$ cat config.mk
export PLATFORM = sky130hd
export DESIGN_NAME = tua_ctrl
export DESIGN_NICKNAME = d
export VERILOG_FILES = /design/src/hdl/tua_pkg.sv /design/src/hdl/tua_ctrl.sv
export SDC_FILE = /design/constraint.sdc
export NUM_CORES = 1
export LEC_CHECK = 0
export ABC_AREA = 1
export BUFFER_PORTS_ARGS = -buffer_cell sky130_fd_sc_hd__buf_2
export CAP_MARGIN = 20
export CORE_AREA = 2 2 39 41
export CTS_CLUSTER_DIAMETER = 50
export DETAILED_ROUTE_END_ITERATION = 7
export DIE_AREA = 0 0 41 43
export GPL_TIMING_DRIVEN = 0
export HOLD_SLACK_MARGIN = 0.06
export PLACE_DENSITY = 0.55
export SETUP_SLACK_MARGIN = 0.1
export SYNTH_ARGS = -nofsm -noshare
export SYNTH_HDL_FRONTEND = slang
export SYNTH_SLANG_ARGS = --single-unit
$ cat constraint.sdc
create_clock -name i_clk -period 1.5 [get_ports i_clk]
set_input_delay 0.3 -clock i_clk [delete_from_list [all_inputs] [get_ports i_clk]]
set_output_delay 0.3 -clock i_clk [all_outputs]
set_load 0.02 [all_outputs]
$ cat src/hdl/tua_pkg.sv
// Shared types and constants for the tagged usage accumulator.
package tua_pkg;

    localparam int TABLE_DEPTH = 64;
    localparam int IDX_W       = (TABLE_DEPTH > 1) ? $clog2(TABLE_DEPTH) : 1;
    localparam int CNT_W       = $clog2(TABLE_DEPTH + 1);
    localparam int TAG_W       = 31;
    localparam int SUM_W       = 32;
    localparam int USED_W      = 7;
    localparam int SLOT_W      = 6;
    localparam logic [31:0] TAG_MASK = 32'h7f7f7f7f;

    typedef enum logic [1:0] {
        OP_ACCOUNT = 2'd0,
        OP_READ    = 2'd1,
        OP_TOTALS  = 2'd2,
        OP_CLEAR   = 2'd3
    } t_opcode;

    typedef enum logic [1:0] {
        ST_DONE    = 2'd0,
        ST_IGNORED = 2'd1,
        ST_DROPPED = 2'd2,
        ST_BEYOND  = 2'd3
    } t_status;

    typedef enum logic [2:0] {
        S_IDLE,
        S_DECODE,
        S_SCAN,
        S_READ
    } t_state;

    typedef struct packed {
        t_opcode     opcode;
        logic        pool_kind;
        logic        block_failed;
        logic        has_header;
        logic        quota_block;
        logic [31:0] block_tag;
        logic [31:0] block_size;
        logic [5:0]  entry_index;
    } t_in;

    typedef struct packed {
        t_status     status;
        logic [30:0] tag_out;
        logic [31:0] paged_sum;
        logic [31:0] nonpaged_sum;
        logic [31:0] paged_errors;
        logic [31:0] nonpaged_errors;
        logic [6:0]  entries_used;
        logic [5:0]  slot_out;
    } t_out;

    // One table entry as stored in RAM
    typedef struct packed {
        logic [TAG_W-1:0] tag;
        logic [SUM_W-1:0] paged;
        logic [SUM_W-1:0] nonpaged;
    } t_entry;

    localparam int ENTRY_W = $bits(t_entry);

    // Controller to datapath
    typedef struct packed {
        logic load;
        logic rd;
        logic emit_simple;
        logic emit_read;
        logic emit_full;
        logic append;
        logic update;
    } t_cmd;

    // Datapath to controller
    typedef struct packed {
        logic search;
        logic read_op;
        logic index_ok;
        logic scan_end;
        logic full;
        logic hit;
    } t_sts;

endpackage

$ cat src/hdl/tua_ctrl.sv
// Controller state machine: sequences decode, table scan, reads and result issue.
module tua_ctrl
    import tua_pkg::*;
(
    input  logic i_clk,
    input  logic i_rst_n,
    input  logic i_start,
    input  t_sts i_sts,
    output t_cmd o_cmd,
    output logic o_busy
);

    t_state r_state, n_state;

    always_ff @(posedge i_clk) begin
        if (!i_rst_n) begin
            r_state <= S_IDLE;
        end else begin
            r_state <= n_state;
        end
    end

    always_comb begin
        n_state = r_state;
        o_cmd   = '0;
        unique case (r_state)
            S_IDLE: begin
                if (i_start) begin
                    o_cmd.load = 1'b1;
                    n_state    = S_DECODE;
                end
            end
            S_DECODE: begin
                if (i_sts.search) begin
                    n_state = S_SCAN;
                end else if (i_sts.read_op) begin
                    if (i_sts.index_ok) begin
                        o_cmd.rd = 1'b1;
                        n_state  = S_READ;
                    end else begin
                        o_cmd.emit_read = 1'b1;
                        n_state         = S_IDLE;
                    end
                end else begin
                    o_cmd.emit_simple = 1'b1;
                    n_state           = S_IDLE;
                end
            end
            S_SCAN: begin
                // one read issued and one compare done per cycle
                if (i_sts.hit) begin
                    o_cmd.update = 1'b1;
                    n_state      = S_IDLE;
                end else if (!i_sts.scan_end) begin
                    o_cmd.rd = 1'b1;
                end else if (i_sts.full) begin
                    o_cmd.emit_full = 1'b1;
                    n_state         = S_IDLE;
                end else begin
                    o_cmd.append = 1'b1;
                    n_state      = S_IDLE;
                end
            end
            S_READ: begin
                o_cmd.emit_read = 1'b1;
                n_state         = S_IDLE;
            end
            default: begin
                n_state = S_IDLE;
            end
        endcase
    end

    assign o_busy = (r_state != S_IDLE);

    a_one_emit: assert property (@(posedge i_clk) disable iff (!i_rst_n)
        $onehot0({o_cmd.emit_simple, o_cmd.emit_read, o_cmd.emit_full,
                  o_cmd.append, o_cmd.update}))
        else $error("more than one result issued in a cycle");

    a_done_emits: assert property (@(posedge i_clk) disable iff (!i_rst_n)
        (o_busy && n_state == S_IDLE) |->
            (o_cmd.emit_simple || o_cmd.emit_read || o_cmd.emit_full ||
             o_cmd.append || o_cmd.update))
        else $error("transaction finished without a result");

    a_load_idle: assert property (@(posedge i_clk) disable iff (!i_rst_n)
        o_cmd.load |=> r_state == S_DECODE)
        else $error("load did not enter decode");

endmodule

* After elaboration in Yosys (flattened, before gate mapping)
Cells that the tools add are included.
** Cells by class
- Equal/unequal tests :: 5
- Muxes and demuxes :: 26
- Reductions and logical operators :: 3
** Operators by type and width (number)
- $mux 3 :: 6
- $mux 1 :: 13
- $pmux 3 s3 :: 1
- $mux 2 :: 4
- $eq 3x2->1 const B :: 2
- $pmux 1 s2 :: 2
- $eq 3x1->1 const B :: 1
- $logic_not 3->1 :: 1
- $ne 3x3->1 const B :: 1
- $reduce_bool 3->1 :: 1
- $ne 2x2->1 const B :: 1
- $reduce_and 2->1 :: 1
** Word-level totals
- Register bits after elaboration :: 3
- Input bits :: 9
- Output and inout port bits :: 8
- Word-level logic and storage cells :: 35

* Logic depth before layout (Yosys ltp)
Gate-level depths: netlist (run 1).
- Word-level depth :: 4
- Gate-level depth with buffers :: 8
- Gate-level depth less buffers :: 8

* Least setup slack after synthesis (run 1)
No wires, ideal clock.
- Kind :: register to output
- From :: register r_state[1]
- To :: output o_cmd[5] (netlist name)
- Data arrival time :: 1280 ps
- Required time :: 1200 ps
- Path slack :: -80 ps
- Stages on the path, launching flop included :: 7
- Path buffers :: 0
- Path through :: dfxtp_1 inv_1 ha_1 nand2_1 nor2_1 inv_1 a21boi_0
** RTL lines
- start, declared :: RTL line tua_ctrl.sv:13 : t_state r_state, n_state;
- start signal, assigned :: RTL line tua_ctrl.sv:19 : r_state <= n_state;
- end, declared :: RTL line tua_ctrl.sv:9 : output t_cmd o_cmd,

==> qor.txt, run 1 <==
status: finished with violations
failing checks: negative setup slack
synthesis-stage register bit count: 2
simple-gate share of the synthesized area: 0.392
area of the multi-input gates: 238 µm²
filler cell count: 164
adder-cell share of the synthesized area: 0.225
Worst-path clk slew: 0.03 ns
CP Capture Point: o_cmd[5]
Critical Path End Type: output pin
DRC viols: 0
grt met2 use: 0.163
Overall Power: 0.473 mW
hold slack: 0.305 ns
Post-Route Setup TNS: -0.0456 ns
syn_nets: 60
reg2reg path depth: 7
Die Wd: 41 µm
maximum vdd drop: 0.435 mV
diode count: 0
DR vias: 320
internal power: 0.267 mW
starting density of the core: 0.201
gr busiest metal: met2
RR Startpoint: r_state[0]
Core Rows: 14
synth unique cells: 14
syn_area_per_cell: 6.04 µm²
Seq. cell area: 47.5 µm²
CTS sink count: 2
PwrDens: 1010 nW/µm²
R2R Setup Slk: 0.29 ns
commonest non-fill, non-tap cell in the layout: buf_2
CP startpoint: r_state[1]
share of layout cells above drive strength 1: 0.523
unrepaired setup endpoints after global routing: true
Top Registers: r_state (2)
Compound-Gate Fraction of Synth Area: 0.0901
max reg flops: 2
Final Non-Filler Cells: 81
register with the most flip-flops: r_state
RePlAce Congestion: 0.688
worst hold-check path type: input port to flip-flop
CTS root buf: clkbuf_4
Sw Ratio: 0.435
Final Hold Vio Count: 0
first-pass GRT wire length: 1040 µm
period utilisation layout: 1.03
Reg power frac: 0.202
initial antenna violation count: 0
synthesized cell area: 278 µm²
Final Core Density: 0.337
crit path max fanout: 4
Wirelength per Cell: 7.95 µm
worst-skew pair later-pin latency: 0.22 ns
fin. max-slew vios: 0
Max H-tree Level: 1
LEAKAGE: 0.249 nW
switching pwr: 0.206 mW
Max-slew headroom: 0.899
DP HPWL: 485 µm
Final WS setup: -0.0456 ns
Syn-to-layout area delta: 68.0%
mux cell area share after synthesis: 0
gr usage total: 0.0922
Post-CTS Setup Inserts: 0
DR vias/cell: 3.95
Slew @ Worst Pin: 0.151 ns
most frequent cells in the layout: buf_2 (11), nor2_1 (10), inv_1 (7), nand2_1 (6), buf_4 (5)
largest net degree at the start of global routing: 5
met1 Use GR: 0.0703
clock buffer depth: 2
Total Wirelength: 644 µm
Worst EP arrival: 1.25 ns
terminus of the critical flop-to-flop path: r_state[0]
met3 Use GR: 0.0157
final setup skew: 0.000566 ns
Worst Hold Depth: 3
YS warnings: 0
Mapped Cells: 46
minimum clock period: 1.55 ns
Seq/Total Area, Yosys: 0.144
die area: 1760 µm²
CORE AREA: 1380 µm²
I/O pin cnt: 17
grt ovf: 0
largest family of logic cells by synthesized area: simple AND/OR/NAND/NOR gates
vias in the first global route: 304
xor/xnor share of the synthesized area: 0
Logic pwr share: 0.544
CTS buffer count: 3
dpl cells: 78
CP required: 1.20 ns
Setup Viol. Count Final: 1
Layout Nets: 81
CP Launch Type: flip-flop
DRT Pass-1 Iters: 1
max cap viols: 0
I/O Buffers: 16
Max Fclk: 647 MHz
height of the die: 43 µm
antenna-violating nets left: 0
1st-iter DRT viols: 0
Clk pwr share: 0.254
TritonCTS clock tree: built
WS Path Type: flip-flop to output pin
==> what timing repair did <==
| action | CTS | global route |
|---|---|---|
| endpoints found under the hold margin | 0 | 0 |
| hold buffers | 0 | 0 |
| pin swaps | 0 | 1 |
| endpoints found under the setup margin | 8 | 8 |
| resized for setup | 19 | 3 |
==> Yosys cell counts <==
| cell type | n | area [µm²] |
|---|---|---|
| a21boi_0 | 1 | 7.51 |
| dfxtp_1 | 2 | 40.0 |
| nor3_1 | 1 | 5.00 |
| inv_2 | 1 | 3.75 |
| inv_1 | 10 | 37.5 |
| a21oi_1 | 2 | 10.0 |
| nand3b_1 | 1 | 7.51 |
| nor2_1 | 11 | 41.3 |
| ha_1 | 5 | 62.6 |
| nand4_1 | 1 | 6.26 |
| nand2_1 | 7 | 26.3 |
| o21bai_1 | 1 | 7.51 |
| nand2_2 | 2 | 12.5 |
| nand3_2 | 1 | 10.0 |
==> layout make-up <==
| cell class | instances | area share |
|---|---|---|
| clock buffers | 3 | 0.0483 |
| inverters | 11 | 0.0992 |
| multi-input cells | 33 | 0.509 |
| flip-flops and latches | 2 | 0.102 |
| well taps | 16 | 0.0429 |
| repair buffers | 16 | 0.198 |
==> how the worst min path moves through the flow <==
stage	startpoint	endpoint	slack, ns
4_1_cts	i_rst_n	r_state[0]	0.30
5_1_grt	i_rst_n	r_state[1]	0.31
6_report	i_rst_n	r_state[0]	0.31
3_5_place_dp	i_rst_n	r_state[0]	0.54
3_3_place_gp	i_rst_n	r_state[0]	0.53
2_1_floorplan	i_rst_n	r_state[0]	0.43
==> worst max-delay path: stages (launching register included) <==
cell      delay [ns]
dfxtp_4         0.35
inv_6           0.07
ha_4            0.13
nand2_2         0.07
nor2_4          0.09
inv_1           0.05
a21boi_2        0.10
buf_4           0.14
==> power by group through the flow <==
stage                     clock network [mW]  registers, mW  logic [mW]
after CTS                              0.129         0.0948       0.253
after global placement                     0         0.0778       0.224
final                                  0.120         0.0955       0.257
after detailed placement                   0         0.0779       0.227
after global routing                   0.130         0.0972       0.294
after floorplan                            0         0.0758       0.171
==> through the flow <==
stage               area (µm²)  setup slack, ns
floorplan                  282            0.122
global placement           382           0.0500
detailed placement         382           0.0560
CTS                        457          -0.0518
global route               467           -0.114
finish                     467          -0.0456
==> routing by layer <==
metal | share of wire | up-vias
li1 | - | 178
met1 | 0.36 | 131
met2 | 0.56 | 9
met3 | 0.057 | 2
met4 | 0.022 | 0
met5 | 0 | -
==> kinds of logic after synthesis <==
family	after synthesis
compound gates	4
fa+ha+maj	5
buf+inv	11
flops	2
simple gates	24
Power figures use the tool's default switching activity.
==> run 2, diff against run 1 <==
- ABC_AREA: 1 -> default
- PLACE_DENSITY: 0.55 -> 0.53
==> run 2 against run 1 <==
  * The run still ends with negative setup slack left
  * Synthesized cell count down 35%
  * Cell area up 21%
  * Maximum frequency down 3.3%
  * Sequential power down 17%
  * Wire length up 14%
  * First-iteration DRC count unchanged
  * Core utilization up 7.1 points
  * Critical path depth down 2
  * Setup slack worse by 0.052 ns
  * Cell count down 12%
  * Critical endpoint is now o_cmd[3]
==> qor.txt, run 2 <==
max reg flops: 2 (unchanged)
Wirelength per Cell: 10.3 µm (+30%)
Overall Power: 0.391 mW (-17%)
Worst-path clk slew: 0.03 ns (about the same)
PwrDens: 693 nW/µm² (-32%)
max cap viols: 0 (unchanged)
register with the most flip-flops: r_state
worst-skew pair later-pin latency: 0.22 ns (about the same)
grt ovf: 0 (unchanged)
Slew @ Worst Pin: 0.191 ns (+0.0398 ns)
synthesized cell area: 262 µm² (-5.9%)
Top Registers: r_state (2)
DR vias: 319 (-0.31%)
Syn-to-layout area delta: 116%
DRT Pass-1 Iters: 1 (unchanged)
worst hold-check path type: input port to flip-flop
Seq/Total Area, Yosys: 0.153 (+0.00897)
synthesis-stage register bit count: 2 (unchanged)
Core Rows: 14 (unchanged)
Final WS setup: -0.0978 ns (-0.0522 ns)
most frequent cells in the layout: buf_2 (8), buf_4 (8), buf_6 (6), ha_4 (4), clkbuf_4 (3)
cts hold-fix bufs: 0 (unchanged)
CP Launch Type: flip-flop
TritonCTS clock tree: built
CTS sink count: 2 (unchanged)
FFs w/ async S/R, synth: 0 (unchanged)
top cells by area, synth: ha_1 (24%), dfxtp_1 (15%), inv_1 (7.2%)
diode count: 0 (unchanged)
clock buffer depth: 2 (unchanged)
antenna-violating nets left: 0 (unchanged)
CP required: 1.20 ns (about the same)
unrepaired setup endpoints after global routing: true
Mapped Cells: 30 (-35%)
height of the die: 43 µm (unchanged)
DR WL met2: 459 µm (+27%)
maximum vdd drop: 0.251 mV (-42%)
syn_area_per_cell: 8.72 µm² (+44%)
Critical Path End Type: output pin
die area: 1760 µm² (unchanged)
YS warnings: 0 (unchanged)
Post-synth EDFFs: 0 (unchanged)
largest net degree at the start of global routing: 6 (+1)
period utilisation layout: 1.07 (+0.0348)
DR vias/cell: 4.49 (+14%)
CORE AREA: 1380 µm² (unchanged)
CTS buffer count: 3 (unchanged)
status: finished with violations
Die Wd: 41 µm (unchanged)
syn_nets: 44 (-27%)
minimum clock period: 1.60 ns (+0.0522 ns)
met1 WL: 233 µm (+1.7%)
Worst EP arrival: 1.30 ns (+0.05 ns)
share of layout cells above drive strength 1: 0.727 (+0.204)
I/O Buffers: 16 (unchanged)
initial antenna violation count: 0 (unchanged)
I/O pin cnt: 17 (unchanged)
Final Hold Vio Count: 0 (unchanged)
Max Fclk: 626 MHz (-3.3%)
LEAKAGE: 0.275 nW (+11%)
Setup Viol. Count Final: 5 (+4)
synth cell count leaders: ha_1 (5), inv_1 (5), dfxtp_1 (2), nor2_1 (2)
synth unique cells: 20 (+6)
starting density of the core: 0.189 (-0.0118)
DRC viols: 0 (unchanged)
Total Wirelength: 732 µm (+14%)
largest area contributor in the netlist: ha_1
WS Path Type: flip-flop to output pin
CTS root buf: clkbuf_4
ys flop type: dfxtp_1
DP HPWL: 509 µm (+4.8%)
post-synth top area share: 0.239 (+0.0140)
Max-slew headroom: 0.872 (-0.0268)
gr usage total: 0.106 (+0.0140)
crit path max fanout: 4 (unchanged)
Max H-tree Level: 1 (unchanged)
first-pass GRT wire length: 1190 µm (+15%)
vias in the first global route: 323 (+6.3%)
failing checks: negative setup slack
Highest Signal Layer: met3
fin. max-slew vios: 0 (unchanged)
met3 WL: 39 µm (+5.4%)
final setup skew: 0.00360 ns (+0.00304 ns)
1st-iter DRT viols: 0 (unchanged)
Layout Nets: 71 (-12%)
Final Core Density: 0.408 (+0.0705)
RePlAce Congestion: 0.652 (-5.1%)
run 2: cell types whose count changed in the layout (fill, tap and decap cells not counted), moves of 2 or more:
cell     previous run  this run
inv_1               7         2
inv_2               3         1
ha_4                2         4
buf_2              11         8
nand2_1             6         1
a21oi_1             2         0
buf_4               5         8
nand2_2             3         0
buf_6               0         6
inv_4               0         2
nor2_1             10         2
run 2: final timing paths:
| kind | start | slack [ns] | to | cells after the start |
|---|---|---|---|---|
| min reg2reg | r_state[1] | 0.52 | r_state[1] | 2 |
| max | r_state[1] | -0.1 | o_cmd[3] | 5 |
| min | i_rst_n | 0.34 | r_state[0] | 2 |
| max reg2reg | r_state[1] | 0.11 | r_state[0] | 6 |
run 2: logic make-up after synthesis:
kind of cell / Yosys count / share of synthesized area
compound gates: 7 / 0.225
fa+ha+maj: 5 / 0.239
buf+inv: 5 / 0.0718
flops: 2 / 0.153
mux: 1 / 0.0383
simple gates: 10 / 0.273
run 2: timing repair:
action,in CTS,in global routing
pin swaps,5,5
endpoints found under the setup margin,10,10
setup buffers,5,2
gates resized for setup,21,12
cloned,0,0
hold endpoints to repair,0,0
run 2: metal layers:
metal | vias up | global-route usage
li1 | 163 | -
met1 | 148 | 0.0863
met2 | 8 | 0.191
met3 | 0 | 0.0314
met4 | 0 | 0.0800
met5 | - | 0
run 2: area by class of cell:
| class | count | area [µm²] |
|---|---|---|
| clock buffers | 3 | 22.5 |
| multi-input cells | 23 | 283 |
| inverters | 5 | 23.8 |
| well taps | 16 | 20.0 |
| repair buffers | 22 | 168 |
| fillers | 143 | 820 |
| flip-flops and latches | 2 | 47.5 |
run 2: where the power goes:
group | internal, mW | switching [mW] | leakage, nW
Sequential | 0.0620 | 0.0169 | 0.0178
Combinational | 0.106 | 0.0887 | 0.244
Clock | 0.0881 | 0.0289 | 0.0138
Total | 0.256 | 0.135 | 0.275
run 2: per-stage QoR:
stage | setup slack (ns) | std cells | hold slack, ns | setup TNS (ns) | cell area, µm²
2_1_floorplan | 0.137 | 30 | 0.433 | 0 | 282
3_3_place_gp | -0.0412 | 62 | 0.500 | -0.0540 | 382
3_5_place_dp | -0.0424 | 62 | 0.507 | -0.0763 | 382
4_1_cts | -0.136 | 70 | 0.327 | -0.436 | 505
5_1_grt | -0.155 | 71 | 0.357 | -0.622 | 564
6_report | -0.0978 | 71 | 0.345 | -0.300 | 564
run 2: critical path, stage by stage (launching register included):
cell     delay, ns
dfxtp_4       0.37
inv_4         0.06
ha_4          0.15
and3b_1       0.17
a31o_2        0.20
buf_6         0.13
